--- config.mk ---
export PLATFORM = sky130hd
export DESIGN_NAME = dwsm_lane
export DESIGN_NICKNAME = d
export VERILOG_FILES = /design/src/design/dwsm_pkg.sv /design/src/design/dwsm_lane.sv
export SDC_FILE = /design/constraint.sdc
export NUM_CORES = 2
export LEC_CHECK = 0
export ABC_AREA = 1
export BUFFER_PORTS_ARGS = -buffer_cell sky130_fd_sc_hd__buf_2
export CAP_MARGIN = 20
export CELL_PAD_IN_SITES_DETAIL_PLACEMENT = 0
export CELL_PAD_IN_SITES_GLOBAL_PLACEMENT = 2
export CORE_MARGIN = 2
export CORE_UTILIZATION = 44
export CTS_CLUSTER_DIAMETER = 200
export DETAILED_ROUTE_END_ITERATION = 12
export GPL_TIMING_DRIVEN = 1
export PLACE_DENSITY = 0.9
export SLEW_MARGIN = 20
export SYNTH_ARGS = -nofsm -noshare
export SYNTH_HDL_FRONTEND = slang
export SYNTH_SLANG_ARGS = --single-unit
--- constraint.sdc ---
create_clock -name i_clk -period 11.09 [get_ports i_clk]
set_input_delay 0 -clock i_clk [delete_from_list [all_inputs] [get_ports i_clk]]
set_output_delay 0 -clock i_clk [all_outputs]
set_load 0.01 [all_outputs]
--- src/design/dwsm_pkg.sv ---
// ----------------------------------------------------------------------------
// dwsm_pkg
// Shared types and constants for the dry/wet align and stereo mix core.
// ----------------------------------------------------------------------------
package dwsm_pkg;

    localparam int MAX_DELAY_DEF   = 1024;
    localparam int SAMPLE_BITS_DEF = 24;

    localparam int LAT_W      = 10;   // latency registers
    localparam int GAIN_W     = 18;   // Q2.16 gains
    localparam int WIDTH_W    = 17;   // Q1.16 width, 0..1
    localparam int FRAC_W     = 16;   // gain fraction bits
    localparam int OUT_SHIFT  = 17;   // acc scale per output LSB
    localparam int CNT_W      = 32;
    localparam int N_GAIN     = 4;
    localparam int CFG_IDX_W  = 3;
    localparam int CFG_DATA_W = 18;

    localparam logic [GAIN_W-1:0] DRY_GAIN_RST = 18'd46341;
    localparam logic [GAIN_W-1:0] WET_GAIN_RST = 18'd65536;
    localparam logic [GAIN_W-1:0] WIDTH_ONE    = 18'd65536;

    // current/target gain slots
    localparam int G_DRY_L = 0;
    localparam int G_DRY_R = 1;
    localparam int G_WET   = 2;
    localparam int G_WIDTH = 3;

    typedef enum logic [CFG_IDX_W-1:0] {
        CFG_DRY_LAT   = 3'd0,
        CFG_WET_LAT   = 3'd1,
        CFG_DRY_L_TGT = 3'd2,
        CFG_DRY_R_TGT = 3'd3,
        CFG_WET_TGT   = 3'd4,
        CFG_WIDTH_TGT = 3'd5
    } t_cfg_reg;

    typedef enum logic [1:0] {
        PH_IDLE,
        PH_MUL,
        PH_MIX,
        PH_SUM
    } t_phase;

    typedef struct packed {
        logic mul_en;   // dry products, side product, capture c2
        logic mix_en;   // wet mid/side product
    } t_lane_ctl;

endpackage

--- src/design/dwsm_lane.sv ---
// ----------------------------------------------------------------------------
// dwsm_lane
// One output channel: dry pan product, wet mid/side product, round, saturate.
// ----------------------------------------------------------------------------
module dwsm_lane import dwsm_pkg::*; #(
    parameter int SAMPLE_BITS = SAMPLE_BITS_DEF
) (
    input  logic                          i_clk,
    input  t_lane_ctl                     i_ctl,
    input  logic signed [SAMPLE_BITS:0]   i_m2,
    input  logic signed [SAMPLE_BITS:0]   i_c2,
    input  logic signed [SAMPLE_BITS:0]   i_diff,
    input  logic [GAIN_W-1:0]             i_gain_dry,
    input  logic [GAIN_W-1:0]             i_gain_wet,
    input  logic [WIDTH_W-1:0]            i_width,
    output logic signed [SAMPLE_BITS-1:0] o_sample,
    output logic                          o_sat
);

    localparam int SB     = SAMPLE_BITS;
    localparam int PD_W   = SB + GAIN_W + 2;
    localparam int SIDE_W = SB + WIDTH_W + 2;
    localparam int WS_W   = SIDE_W + 1;
    localparam int W_W    = WS_W - FRAC_W;
    localparam int PW_W   = W_W + GAIN_W + 1;
    localparam int ACC_W  = PW_W + 1;
    localparam int SH_W   = ACC_W - OUT_SHIFT;

    localparam logic signed [ACC_W-1:0] RND = ACC_W'(1) << (OUT_SHIFT - 1);
    localparam logic signed [SH_W-1:0]  HI  = {{(SH_W-SB+1){1'b0}}, {(SB-1){1'b1}}};
    localparam logic signed [SH_W-1:0]  LO  = {{(SH_W-SB+1){1'b1}}, {(SB-1){1'b0}}};

    logic signed [PD_W-1:0]   r_pdry;
    logic signed [SIDE_W-1:0] r_side;
    logic signed [SB:0]       r_c2;
    logic signed [PW_W-1:0]   r_pwet;

    logic signed [WS_W-1:0]   c2_sh;
    logic signed [WS_W-1:0]   wsum;
    logic signed [W_W-1:0]    wmix;
    logic signed [ACC_W-1:0]  acc;
    logic signed [SH_W-1:0]   scaled;

    always_ff @(posedge i_clk) begin
        if (i_ctl.mul_en) begin
            r_pdry <= i_m2 * $signed({1'b0, i_gain_dry});
            r_side <= i_diff * $signed({1'b0, i_width});
            r_c2   <= i_c2;
        end
        if (i_ctl.mix_en) begin
            r_pwet <= wmix * $signed({1'b0, i_gain_wet});
        end
    end

    // wet channel = floor((c2*2^16 +/- side) / 2^16), sign carried in diff
    always_comb begin
        c2_sh = WS_W'($signed({r_c2, {FRAC_W{1'b0}}}));
        wsum  = c2_sh + WS_W'(r_side);
        wmix  = wsum[WS_W-1:FRAC_W];
    end

    always_comb begin
        acc    = ACC_W'(r_pdry) + ACC_W'(r_pwet) + RND;
        scaled = acc[ACC_W-1:OUT_SHIFT];
        o_sat  = 1'b0;
        if (scaled > HI) begin
            o_sample = HI[SB-1:0];
            o_sat    = 1'b1;
        end else if (scaled < LO) begin
            o_sample = LO[SB-1:0];
            o_sat    = 1'b1;
        end else begin
            o_sample = scaled[SB-1:0];
        end
    end

endmodule

[Word-level counts from Yosys, hierarchy flattened]
Cells that the tools add are included.
Operators by class
  $add $sub $neg: 3
  $mul: 3
  order comparisons: 2
  muxes and demuxes: 4
Operator list (number)
  $add A44 B47 Y48: 1
  $add A48 B18 Y48 const B: 1
  $mux W24: 2
  $mul A28 B19 Y47: 1
  $add A41 B43 Y44: 1
  $mul A25 B19 Y44: 1
  $mul A25 B18 Y43: 1
  $gt A31 B24 Y1 const B: 1
  $lt A31 B24 Y1 const B: 1
  $mux W1: 2
Storage, ports and cells
  word-level logic and storage cells: 16
  bits in registers: 159

[Logic depth before layout (Yosys ltp)]
  depth in word-level cells: 5
  mapped depth: 38
  mapped depth without buffers: 36

[Least setup slack after synthesis]
Ideal clock, no wire load.
  path type: reg-to-reg
  from: register r_side[18]
  to: register r_pwet[46] (data pin)
  library setup time: 261 ps
  slack: 4089 ps
  buffers on the path: 0
  arrival time: 6740 ps
  clock period less this slack: 7001 ps
  required time: 10829 ps
  stages on the path, launching flop included: 29
  cell sequence: edfxtp_1 > ha_1 > a21oi_1 > o21ai_1 > a21oi_2 > o21bai_2 > inv_1 > o21ai_1 > nand2_1 > nand3_1 > nand2_1 > nor2_1 > inv_1 > fa_1 > fa_1 > fa_1 > inv_1 > fa_1 > fa_1 > inv_1 > fa_1 > inv_1 > ha_1 > a21oi_1 > o21ai_0 > o21bai_1 > a221oi_1 > nand3_1 > xor2_1
Between the ends
  cells in the longest elaborated chain, start to end: 2
Ends and longest elaborated chain
  from (decl): line dwsm_lane.sv:34  | logic signed [SIDE_W-1:0] r_side;
  from (signal assigned): line dwsm_lane.sv:47  | r_side <= i_diff * $signed({1'b0, i_width});
  $add A41 B43 Y44: line dwsm_lane.sv:58  | wsum = c2_sh + WS_W'(r_side);
  $mul A28 B19 Y47: line dwsm_lane.sv:51  | r_pwet <= wmix * $signed({1'b0, i_gain_wet});
  to (signal assigned): line dwsm_lane.sv:51
  to (decl): line dwsm_lane.sv:36  | logic signed [PW_W-1:0] r_pwet;
No other way between the ends.
A chain may end at the register's enable or synchronous reset.

[Worst setup path in the final report]
Same ends and word-level chain as after synthesis.

==> flow_summary.json <==
{
  "status": "completed",
  "drv_slew": 0,
  "worstSetupStartpointType": "flip-flop",
  "synth_xor_area_share_pct": 2.371,
  "cp-end-kind": "flip-flop",
  "rows": 136,
  "finalCriticalPeriod_ps": 9215,
  "hold_violations": 0,
  "cts_made_buffers": 17,
  "core_um2": 137000,
  "layout.cells.non_filler": 9368,
  "syn_to_final_growth_pct": 4.917,
  "synthSimpleGateAreaFrac_pct": 16.36,
  "wl_per_cell_um": 19.05,
  "dieArea_um2": 140600,
  "synthDistinctLibCells": 49,
  "hpwl_mm": 149.7,
  "cts_buffer_depth": 2,
  "wl_met2_mm": 86.26,
  "die_w_um": 374.9,
  "synthArstFlopShare_pct": 0,
  "synthAdderAreaFrac_pct": 54.06,
  "cp-startpoint": "r_side[18]",
  "max_slew_margin_pct": 30.71,
  "yosys.area.top_type": "fa_1",
  "post-place-cells": 9306,
  "wl_met3_mm": 9.251,
  "required_ps": 11310,
  "drv_cap": 0,
  "grt_usage_pct": 26.31,
  "grt_pass1_wl_mm": 286.7,
  "synth_area_per_cell_um2": 7.952,
  "drive_gt1_share_pct": 3.844,
  "critical_path_arrival_ps": 9440,
  "crit_path_max_fanout": 11,
  "yosysMostFrequentCell": "inv_1",
  "finalSetupTns_ps": 0,
  "drt_iter0_drc": 2901,
  "met1_length_mm": 78.88,
  "clkLatencyLatePin_ps": 490,
  "worst_slew_pin_slew_ps": 1038,
  "synth.area.mux_share_pct": 0,
  "ys_seq_elements": 143,
  "drc_errors": 0,
  "setup_viol_count_final": 0,
  "grt_pass1_vias": 50930,
  "hp-start": "i_m2[0]",
  "skew_ps": 19.42,
  "ys_seq_area_share_pct": 7.093,
  "hold_path.class": "in2reg",
  "cp_slowest_cell": "fa_1",
  "synth.area.top_cells": "fa_1 45%, inv_1 14%, nand2_1 11%",
  "vias_per_cell": 5.008,
  "synth_top_family_by_area": "adder cells",
  "drt_wl_total_mm": 178.5,
  "grt_max_degree": 64,
  "clk_pin_slew_ps": 80,
  "drt-pass1-iter-count": 5,
  "htreeDepth": 4,
  "synth_common_cells": "2260 x inv_1, 1717 x nand2_1, 1353 x fa_1",
  "path_class": "reg2reg",
  "synth_ff_type": "edfxtp_1",
  "rsz0062_at_grt": "no",
  "start_util_pct": 44.20,
  "synth_top_area_share_pct": 44.74,
  "synth-edff-count": 143,
  "io_pins": 156,
  "vias": 46911,
  "cts_tree": "done",
  "cts-resized-gates": 0,
  "syn_nets": 9548,
  "top_layer_used": "met5",
  "portBuffers": 155,
  "holdWs_ps": 116.8,
  "holdBufCountCts": 26,
  "cp_slowest_stage_delay_ps": 660,
  "synthCells": 7613,
  "nets": 9492,
  "grt_overflow": 0,
  "yosys_warnings": 0,
  "syn_area_um2": 60540,
  "antenna_found_initial": 11,
  "cts_setup_buffers": 0,
  "die_h_um": 374.9,
  "synth-compound-area-share_pct": 4.171,
  "cts-root-buf": "clkbuf_16",
  "ant_nets": 0,
  "crit_path_frequent_cell": "fa_1",
  "r2r-start": "r_side[18]",
  "fmax_mhz": 108.5,
  "routabilityCongestion": 0.9376,
  "post-route-period-util_pct": 83.09,
  "clock_sinks": 143
}
area by class of cell:
type                    instances  area, um2
clock inverters                15      180.2
repair buffers                202       1196
flip-flops and latches        143       4294
multi-input cells            4916      46620
fillers                     13829      73470
diodes                          4      10.01
clock buffers                  17      425.4
well taps                    1794       2245
inverters                    2277       8547
layout by cell type, fill, tap and decap left out, types with 112 or more instances in the layout:
| master | netlist | routed |
|---|---|---|
| edfxtp_1 | 143 | 143 |
| inv_1 | 2260 | 2260 |
| ha_1 | 451 | 451 |
| nand3_1 | 142 | 142 |
| o21ai_0 | 112 | 112 |
| fa_1 | 1353 | 1353 |
| buf_2 | 11 | 154 |
| nor2_1 | 506 | 506 |
| a21oi_1 | 215 | 215 |
| nand2_1 | 1717 | 1717 |
final timing paths:
path	to	depth (start not counted)	slack, ps
setup / recovery	r_pwet[46]	29	1880
hold reg to reg	r_pwet[0]	4	1170
hold / removal	r_pdry[0]	3	120
setup reg to reg	r_pwet[46]	29	1880
worst max-delay path, delay by kind of cell (launching register included):
kind / cells / cell delay, ps
adder cells (fa/ha/maj): 8 / 4070
AND/OR/NAND/NOR: 9 / 2370
AO/OA/AOI/OAI: 6 / 1280
buffers and inverters: 5 / 780
flip-flops: 1 / 360
XOR/XNOR: 1 / 80
layer usage:
layer,track usage (%),vias to the layer above
met3,2.784,222
li1,-,21629
met5,0,-
met2,44.77,1301
met1,36.22,23747
met4,5.988,12
sequential cells by signal, indices dropped and copies added (netlist names):
| name | cells |
|---|---|
| r_pwet | 47 |
| r_pdry | 44 |
| r_side | 27 |
| r_c2 | 25 |
cell families (layout without fill, tap and decap cells):
group,Yosys count,after routing
flip-flops,143,143
XOR/XNOR,163,163
adder cells (fa/ha/maj),1804,1804
other,0,4
buffers and inverters,2554,2511
AND/OR/NAND/NOR,2501,2501
AO/OA/AOI/OAI,448,448
through the flow:
| stage | setup slack [ps] | util (%) | instance area [um2] |
|---|---|---|---|
| detailed placement | 1832 | 45.73 | 62640 |
| global placement | 1857 | 45.73 | 62640 |
| floorplan | 4089 | - | 60540 |
| global route | 1327 | 46.37 | 63510 |
| CTS | 1828 | 46.36 | 63510 |
| finish | 1875 | 46.37 | 63520 |
Power is left out: the tool's default activity adds up to more than one toggle a clock period on the data nets, which glitch-free logic cannot reach.
