--- src/design/dwsm_pkg.sv ---
// ----------------------------------------------------------------------------
// dwsm_pkg
// Shared types and constants for the dry/wet align and stereo mix core.
// ----------------------------------------------------------------------------
package dwsm_pkg;

    localparam int MAX_DELAY_DEF   = 1024;
    localparam int SAMPLE_BITS_DEF = 24;

    localparam int LAT_W      = 10;   // latency registers
    localparam int GAIN_W     = 18;   // Q2.16 gains
    localparam int WIDTH_W    = 17;   // Q1.16 width, 0..1
    localparam int FRAC_W     = 16;   // gain fraction bits
    localparam int OUT_SHIFT  = 17;   // acc scale per output LSB
    localparam int CNT_W      = 32;
    localparam int N_GAIN     = 4;
    localparam int CFG_IDX_W  = 3;
    localparam int CFG_DATA_W = 18;

    localparam logic [GAIN_W-1:0] DRY_GAIN_RST = 18'd46341;
    localparam logic [GAIN_W-1:0] WET_GAIN_RST = 18'd65536;
    localparam logic [GAIN_W-1:0] WIDTH_ONE    = 18'd65536;

    // current/target gain slots
    localparam int G_DRY_L = 0;
    localparam int G_DRY_R = 1;
    localparam int G_WET   = 2;
    localparam int G_WIDTH = 3;

    typedef enum logic [CFG_IDX_W-1:0] {
        CFG_DRY_LAT   = 3'd0,
        CFG_WET_LAT   = 3'd1,
        CFG_DRY_L_TGT = 3'd2,
        CFG_DRY_R_TGT = 3'd3,
        CFG_WET_TGT   = 3'd4,
        CFG_WIDTH_TGT = 3'd5
    } t_cfg_reg;

    typedef enum logic [1:0] {
        PH_IDLE,
        PH_MUL,
        PH_MIX,
        PH_SUM
    } t_phase;

    typedef struct packed {
        logic mul_en;   // dry products, side product, capture c2
        logic mix_en;   // wet mid/side product
    } t_lane_ctl;

endpackage

--- src/design/dwsm_merge.sv ---
// ----------------------------------------------------------------------------
// dwsm_merge
// Joins both lanes: overflow flag, sticky saturation count, output register.
// ----------------------------------------------------------------------------
module dwsm_merge import dwsm_pkg::*; #(
    parameter int SAMPLE_BITS = SAMPLE_BITS_DEF
) (
    input  logic                          i_clk,
    input  logic                          i_rst_n,
    input  logic                          i_load,
    input  logic signed [SAMPLE_BITS-1:0] i_left,
    input  logic signed [SAMPLE_BITS-1:0] i_right,
    input  logic                          i_sat_l,
    input  logic                          i_sat_r,
    output logic                          o_can_load,
    output logic                          o_tvalid,
    input  logic                          i_tready,
    output logic [((2*SAMPLE_BITS+CNT_W+7)/8)*8-1:0] o_tdata,
    output logic                          o_tuser
);

    localparam int SB = SAMPLE_BITS;

    logic                 r_valid;
    logic [CNT_W-1:0]     r_count;
    logic [SB-1:0]        r_left;
    logic [SB-1:0]        r_right;
    logic                 r_flag;
    logic                 hit;
    logic [CNT_W-1:0]     n_count;

    assign hit        = i_sat_l | i_sat_r;
    assign o_can_load = !r_valid || i_tready;

    always_comb begin
        n_count = r_count;
        if (hit && (r_count != '1)) begin
            n_count = r_count + CNT_W'(1);
        end
    end

    always_ff @(posedge i_clk) begin
        if (!i_rst_n) begin
            r_valid <= 1'b0;
            r_count <= '0;
        end else begin
            if (i_load) begin
                r_valid <= 1'b1;
                r_count <= n_count;
            end else if (i_tready) begin
                r_valid <= 1'b0;
            end
        end
    end

    always_ff @(posedge i_clk) begin
        if (i_load) begin
            r_left  <= i_left;
            r_right <= i_right;
            r_flag  <= hit;
        end
    end

    always_comb begin
        o_tdata                 = '0;
        o_tdata[SB-1:0]         = r_left;
        o_tdata[SB +: SB]       = r_right;
        o_tdata[2*SB +: CNT_W]  = r_count;
    end

    assign o_tvalid = r_valid;
    assign o_tuser  = r_flag;

endmodule

--- config.mk ---
export PLATFORM = sky130hd
export DESIGN_NAME = dwsm_merge
export DESIGN_NICKNAME = d
export VERILOG_FILES = /design/src/design/dwsm_pkg.sv /design/src/design/dwsm_merge.sv
export SDC_FILE = /design/constraint.sdc
export NUM_CORES = 1
export LEC_CHECK = 0
export BUFFER_PORTS_ARGS = -buffer_cell sky130_fd_sc_hd__buf_2
export CELL_PAD_IN_SITES_DETAIL_PLACEMENT = 1
export CELL_PAD_IN_SITES_GLOBAL_PLACEMENT = 2
export CORE_ASPECT_RATIO = 1.1
export CORE_MARGIN = 2
export CORE_UTILIZATION = 26
export DETAILED_ROUTE_END_ITERATION = 8
export HOLD_SLACK_MARGIN = 0.15
export PLACE_DENSITY = 0.83
export SKIP_LAST_GASP = 1
export SLEW_MARGIN = 20
export SYNTH_ARGS = -nofsm -noshare
export SYNTH_HDL_FRONTEND = slang
export SYNTH_SLANG_ARGS = --single-unit
--- constraint.sdc ---
create_clock -name i_clk -period 1.94 [get_ports i_clk]
set_clock_uncertainty 0.05 [all_clocks]
set_input_delay 0.388 -clock i_clk [delete_from_list [all_inputs] [get_ports i_clk]]
set_output_delay 0.388 -clock i_clk [all_outputs]
set_load 0.01 [all_outputs]
# After elaboration in Yosys (flattened, before gate mapping)

Cells that the tools add are included.

Add/sub/neg operators: 1
Equal/unequal tests: 1
Mux-type cells: 2
Bitwise operators: 1
Reductions and logical operators: 5

Operators by type and width:

| operator                                      | count |
|---|---|
| adder 32 x 1 -> 32 bit, second input constant | 1 |
| inequality test 32 bit, second input constant | 1 |
| 2-to-1 mux 1 bit                              | 2 |
| AND reduction 2 bit                           | 1 |
| nonzero test 2 bit                            | 1 |
| logical AND 1 bit                             | 1 |
| logical NOT 1 bit                             | 1 |
| logical OR 1 bit                              | 1 |
| bitwise OR 1 bit                              | 1 |

Bits in registers: 82
Bits of input ports: 54
Output and inout port bits: 83
Logic and storage cells: 15

# Longest topological paths before layout

Gate-level depths: netlist of the first run.

Depth after elaboration: 3
Depth in mapped cells: 8
Mapped depth without buffers: 6

# Worst setup path after synthesis of the first run

Ideal clock, no wire load.

Path kind: reg2reg
Start: register r_count[0]
End: register r_count[26]
Setup time: 119 ps
Arrival time: 1858 ps
Required time: 1771 ps
Path slack: -87 ps
Stages on the path, launching flop included: 7
Path buffers: 0
Period minus slack after synthesis: 2027 ps
Cell sequence: dfxtp_1 > ha_1 > nand3_1 > or3_1 > a2111oi_2 > nand3_1 > mux2i_1

Longest elaborated chain between the ends: 3
Elaborated cells between the ends (all ways): 4
Classes of those cells: add/sub (1); eq/ne (1); reduce/logical (2)

RTL lines:

| what                                                           | line             | RTL |
|---|---|---|
| start, declared                                                | dwsm_merge.sv:25 | `logic [CNT_W-1:0] r_count;` |
| start signal, assigned                                         | dwsm_merge.sv:49 | `r_count <= n_count;` |
| branches (longest 3 deep; another with adder 32 x 1 -> 32 bit) | -                |  |

Several ways; the timed one is not identified.
A chain may end at the register's enable or synchronous reset.

# Worst setup path in the final report of the first run

Start: register r_count[1]
End: register r_count[29]

The elaborated chain is that of the path after synthesis.

==> run metrics, run 1 <==
Vias/cell approximately 4.7; crit share post-route 0.9620; IO Port Bufs about 140; CP endpoint kind register; Chip Width 110.1 um; maximum clock path buffer count 2; crit path DAT around 2.1 ns; FMAX about 0.54 GHz; mean post-synth cell area around 13 um2; core area about 12000 um2; clock share of power 0.427; Top delay family on crit path simple AND/OR/NAND/NOR gates; htree depth 3; status complete, no violations; sw power ~880 uW; Switching Fraction 0.2234; hold buffer count at CTS 0; Post-synth ARST share 0; Fill cells 1379; Hold Crit Class input port to register; EDFF count, synth between 40 and 50; Setup Fix Bufs, Post-CTS 0; Leak Pwr around 0.0020 uW; Slew Limit Fails 0; Area Overhead vs Synth 47.49%; maximum vdd drop about 0.34 mV; routed length per instance about 17 um; Setup Crit Path Kind register to register; Starting Density 0.2673; overflow left after global routing 0; largest net degree at the start of global routing roughly 50; Worst Path Buf+Inv 1; Pint between 3000 and 4000 uW; Final Setup Violations 0; All-Layer GR Usage 0.1478; first-pass GRT wire length between 10000 and 15000 um; post-place setup slack -0.1679 ns; Starting DRT DRC Count between 100 and 150; Synth cell types 44; MaxCap Viol Count 0; min cycle time layout between 1.5 and 2 ns; Mapped Nets 304; startpoint types register; area of the mapped netlist 3217 um2; Top FF cell, synth edfxtp_1; Slowest cell on crit path or4b_1; NumNets Final 484; Reg clk slew, reported paths roughly 0.06 ns; row count 42; share of cells above drive strength 1 0.5161; Num CTS Buffers 9; Final Hold Viols 0; DR vias 2741; cells after synthesis about 250; root buffer cell clkbuf_16; RSZ-0062 raised after global routing yes; RD Place Congestion 0.7547; DRC 0; Pwr Density approximately 830 nW/um2; DP HPWL 7703 um; Largest stage delay, worst path around 0.51 ns; Clock Latency Late Sink between 0.3 and 0.4 ns; FF+latch count, synth 82; Gate power share 0.074; CTS tree done; boundary pin count 137; CP Max Fanout 19; worst slew pin tran between 0.6 and 0.7 ns; Setup WS post-layout 0.07380 ns; Routed Antenna Nets 0; number of global-route vias before repair about 2800; WP data required 2.16 ns; slew margin rel. 0.5768; Die ar. between 10000 and 15000 um2; total wire length 9943 um; highest-count cells in the layout ignoring fill and taps 136 x buf_2, 49 x edfxtp_1, 39 x buf_4, 25 x dfxtp_1, 18 x a21oi_1; TNS Setup 0 ns; CP cell instances ha_4 > nand3_4 > nor4_4 > a31o_4 > buf_12 > or4b_1 > a21oi_1; Die H 120.7 um; Ys Warns 0; sequential area share after synthesis 0.6628; Reg power frac 0.499; most common cell after layout, fill and taps aside buf_2; R2R Setup Slk between 0.07 and 0.08 ns; Pre-Repair DR Iteration Count 4; Clock Sinks 82; initial antenna violation count 1
-- Yosys cell counts, drive strengths merged, types with 2 or more instances --
library cell | n | area, um2
a21oi | 18 | 90.09
and3 | 4 | 28.78
buf | 3 | 23.77
clkbuf | 5 | 38.79
dfxtp | 33 | 660.6
edfxtp | 49 | 1471
inv | 8 | 30.03
mux2i | 6 | 60.06
nand2 | 15 | 56.30
nand2b | 6 | 37.54
nand3 | 17 | 95.09
nand4 | 8 | 71.32
nor2 | 9 | 41.29
nor4 | 8 | 80.08
o21a | 3 | 22.52
o21ai | 15 | 75.07
o31a | 3 | 27.53
o31ai | 3 | 22.52
or2 | 2 | 12.51
or3 | 16 | 100.1
or4 | 3 | 23.77
xnor2 | 3 | 26.28
xor2 | 2 | 17.52
-- power groups by stage --
stage                     registers (uW)  clock network, uW  logic (uW)
after floorplan                     2060                  0        45.4
after CTS                           1970               1740         293
final                               1970               1690         291
after global placement              2010                  0         284
after global routing                1980               1830         322
after detailed placement            2010                  0         292
-- sequential cells by signal, summed over array words and instances (netlist names) --
signal	flops
o_tuser	1
o_tvalid	1
r_count	32
r_left	24
r_right	24
-- per-layer routing --
| layer | global-route usage | vias to the layer above | share of wire |
|---|---|---|---|
| met5 | 0 | - | 0 |
| met4 | 0.04747 | 0 | 0.013 |
| met3 | 0.04259 | 11 | 0.095 |
| met2 | 0.2546 | 118 | 0.48 |
| met1 | 0.1744 | 1308 | 0.41 |
| li1 | - | 1304 | - |
-- final timing paths --
path	end	depth (start not counted)	startpoint
worst max-delay path	r_count[29]	7	r_count[1]
worst min-delay path	r_right[1]	1	i_right[1]
worst max register to register	r_count[29]	7	r_count[1]
worst min register to register	r_count[29]	2	r_count[29]
-- cell type report --
type	instances	area, um2	share of cell area
multi-input cells	150	1056	0.2226
inverters	8	30.03	0.006329
clock buffers	10	229.0	0.04826
repair buffers	178	1025	0.2160
diodes	1	2.502	0.0005274
clock inverters	6	67.56	0.01424
flip-flops and latches	82	2142	0.4515
well taps	154	192.7	0.04061
-- through the flow --
step,instances,total power [uW],instance area [um2],hold slack [ns],utilization
global route,589,4131,4745,0.1648,0.3943
detailed placement,572,2302,4382,0.4370,0.3641
global placement,572,2289,4382,0.4210,0.3641
CTS,588,4003,4683,0.1672,0.3892
finish,589,3953,4745,0.1788,0.3943
floorplan,249,2100,3241,0.4369,-
-- worst register-to-register path, delay by kind of cell (launching register included) --
| family | cells | cell delay [ns] |
|---|---|---|
| compound gates | 2 | 0.41 |
| fa+ha+maj | 1 | 0.17 |
| buf+inv | 1 | 0.16 |
| flops | 1 | 0.34 |
| simple gates | 3 | 0.68 |
-- logic make-up after synthesis --
logic type,after synthesis,synth area share
adder cells (fa/ha/maj),1,0.003889
XOR/XNOR,5,0.01362
AO/OA/AOI/OAI,47,0.09102
AND/OR/NAND/NOR,91,0.1781
flip-flops,82,0.6628
buffers and inverters,17,0.03189
multiplexers,6,0.01867
-- repair_timing --
item                                    CTS  global route
endpoints found under the setup margin   17            23
pin swaps                                 3             3
gates resized for setup                   1            16
No activity file was read; power rests on OpenSTA's default activity.
==> run 2, diff against run 1 <==
--- a/config.mk
+++ b/config.mk
@@ -14,6 +14,7 @@
 export DETAILED_ROUTE_END_ITERATION = 8
 export HOLD_SLACK_MARGIN = 0.15
 export PLACE_DENSITY = 0.83
+export RECOVER_POWER = 50
 export SKIP_LAST_GASP = 1
 export SLEW_MARGIN = 20
 export SYNTH_ARGS = -nofsm -noshare
==> run 2 against run 1 <==
Critical path depth unchanged. Non-clock buffer count unchanged. Clock-buffer cell count unchanged. First-iteration DRC count decreased by 6.8%. Setup slack about the same. Critical path type unchanged. Combinational power decreased by 2%. Highest routed layer unchanged. Register-to-register slack about the same. Sequential cell count unchanged. Power about the same. Die area unchanged. Worst hold slack about the same.
==> run metrics, run 2 (synthesis results as in run 1) <==
Leak Pwr roughly 0.0020 uW; total wire length roughly 10000 um; post-place setup slack -0.1679 ns; crit path DAT 2.08 ns; NumNets Final between 400 and 500; Fin Hold WS between 0.15 and 0.2 ns; CP endpoint kind register; DP HPWL ~7700 um; worst slew pin tran between 1 and 1.5 ns; row count 42; hold buffer count at CTS 0; DR vias about 2700; initial antenna violation count 1; maximum vdd drop about 0.34 mV; Chip Width about 110 um; Final Hold Viols 0; Reg clk slew, reported paths approximately 0.06 ns; routed length per instance between 15 and 20 um; overflow left after global routing 0; Hold Crit Class input port to register; CTS tree done; first-pass GRT wire length around 15000 um; Vias/cell ~4.6; Starting DRT DRC Count 96; status complete, no violations; Area Overhead vs Synth 46.95%; slew margin rel. 0.2116; crit share post-route 0.9620; largest net degree at the start of global routing 51; Pre-Repair DR Iteration Count 4; startpoint types register; MaxCap Viol Count 0; min cycle time layout between 1.5 and 2 ns; highest-count cells in the layout ignoring fill and taps 124 x buf_2, 49 x edfxtp_1, 38 x buf_4, 25 x dfxtp_1, 18 x a21oi_1; placed cell areas approximately 4400 um2; boundary pin count roughly 140; Clock Sinks about 80; metal3 WL ~940 um; most flop-heavy register r_count; number of global-route vias before repair roughly 2800; Final Setup Violations 0; Setup WS post-layout between 0.07 and 0.08 ns; Slew Limit Fails 0; Worst Reg-to-Reg Cells 7; RD Place Congestion ~0.75; maximum clock path buffer count 2; FMAX 0.5358 GHz; Fill cells around 1400; cell area after layout about 4700 um2; top sig layer met4; share of cells above drive strength 1 0.4885; Largest regs r_count (32), r_left (24), r_right (24); WP data required roughly 2.2 ns; IO Port Bufs about 140; wire length on met2 approximately 4800 um; core area about 12000 um2; Largest register FFs 32; Clock Latency Late Sink about 0.33 ns; All-Layer GR Usage 0.1478; Hold Path Stages 1; Setup Crit Path Kind register to register; Pwr Density about 840 nW/um2; Starting Density 0.2673; Die ar. roughly 13000 um2; Routed Antenna Nets 0; Die H between 100 and 150 um; DRC 0; met1 wire length 4052 um; htree depth 3; RSZ-0062 raised after global routing yes; root buffer cell clkbuf_16; most common cell after layout, fill and taps aside buf_2; Num CTS Buffers 9; CP Max Fanout 19
run 2: cell count changes in the layout (fill, tap and decap cells not counted), sizes merged:
cell	before	now
clkbuf	10	23
buf	178	165
run 2: metal layers:
metal | global-route usage | vias up
met5 | 0 | -
met4 | 0.04747 | 0
met3 | 0.04259 | 11
met2 | 0.2546 | 118
met1 | 0.1744 | 1298
li1 | - | 1303
run 2: power by group:
group / internal [uW] / leakage [uW] / switching, uW
logic: 123 / 0.00107 / 163
registers: 1940 / 0.000750 / 30.1
clock network: 999 / 0.000139 / 691
total: 3070 / 0.00196 / 884
run 2: path summary, 6_finish.rpt:
check	slack [ns]	end	start
worst max-delay path	0.07	r_count[29]	r_count[1]
worst min-delay path	0.18	r_right[1]	i_right[1]
worst max register to register	0.07	r_count[29]	r_count[1]
worst min register to register	0.44	r_count[29]	r_count[29]
run 2: timing repair:
item	in CTS	in global routing
setup endpoints to repair	17	23
resized for setup	1	16
buffers inserted	0	0
pin swaps	3	3
run 2: cell type report:
type	count	area, um2	share of cell area
flip-flops and latches	82	2142	0.4531
multi-input cells	150	1056	0.2234
repair buffers	178	1007	0.2131
clock buffers	10	229.0	0.04844
well taps	154	192.7	0.04076
clock inverters	6	67.56	0.01429
inverters	8	30.03	0.006353
diodes	1	2.502	0.0005294
run 2: per-stage QoR:
stage                     power [uW]  TNS (ns)  cells  utilization
after detailed placement        2302    -1.666    572       0.3641
after global placement          2289   -0.6750    572       0.3641
final                           3949         0    589       0.3928
after CTS                       4003  -0.03420    588       0.3892
after floorplan                 2100  -0.01235    249            -
after global routing            4128  -0.01770    589       0.3928
run 2: worst max-delay path: stages, from the launching register on:
cell,delay (ns)
dfxtp_2,0.34
ha_4,0.17
nand3_4,0.11
nor4_4,0.06
a31o_4,0.26
buf_12,0.16
or4b_1,0.51
a21oi_1,0.15
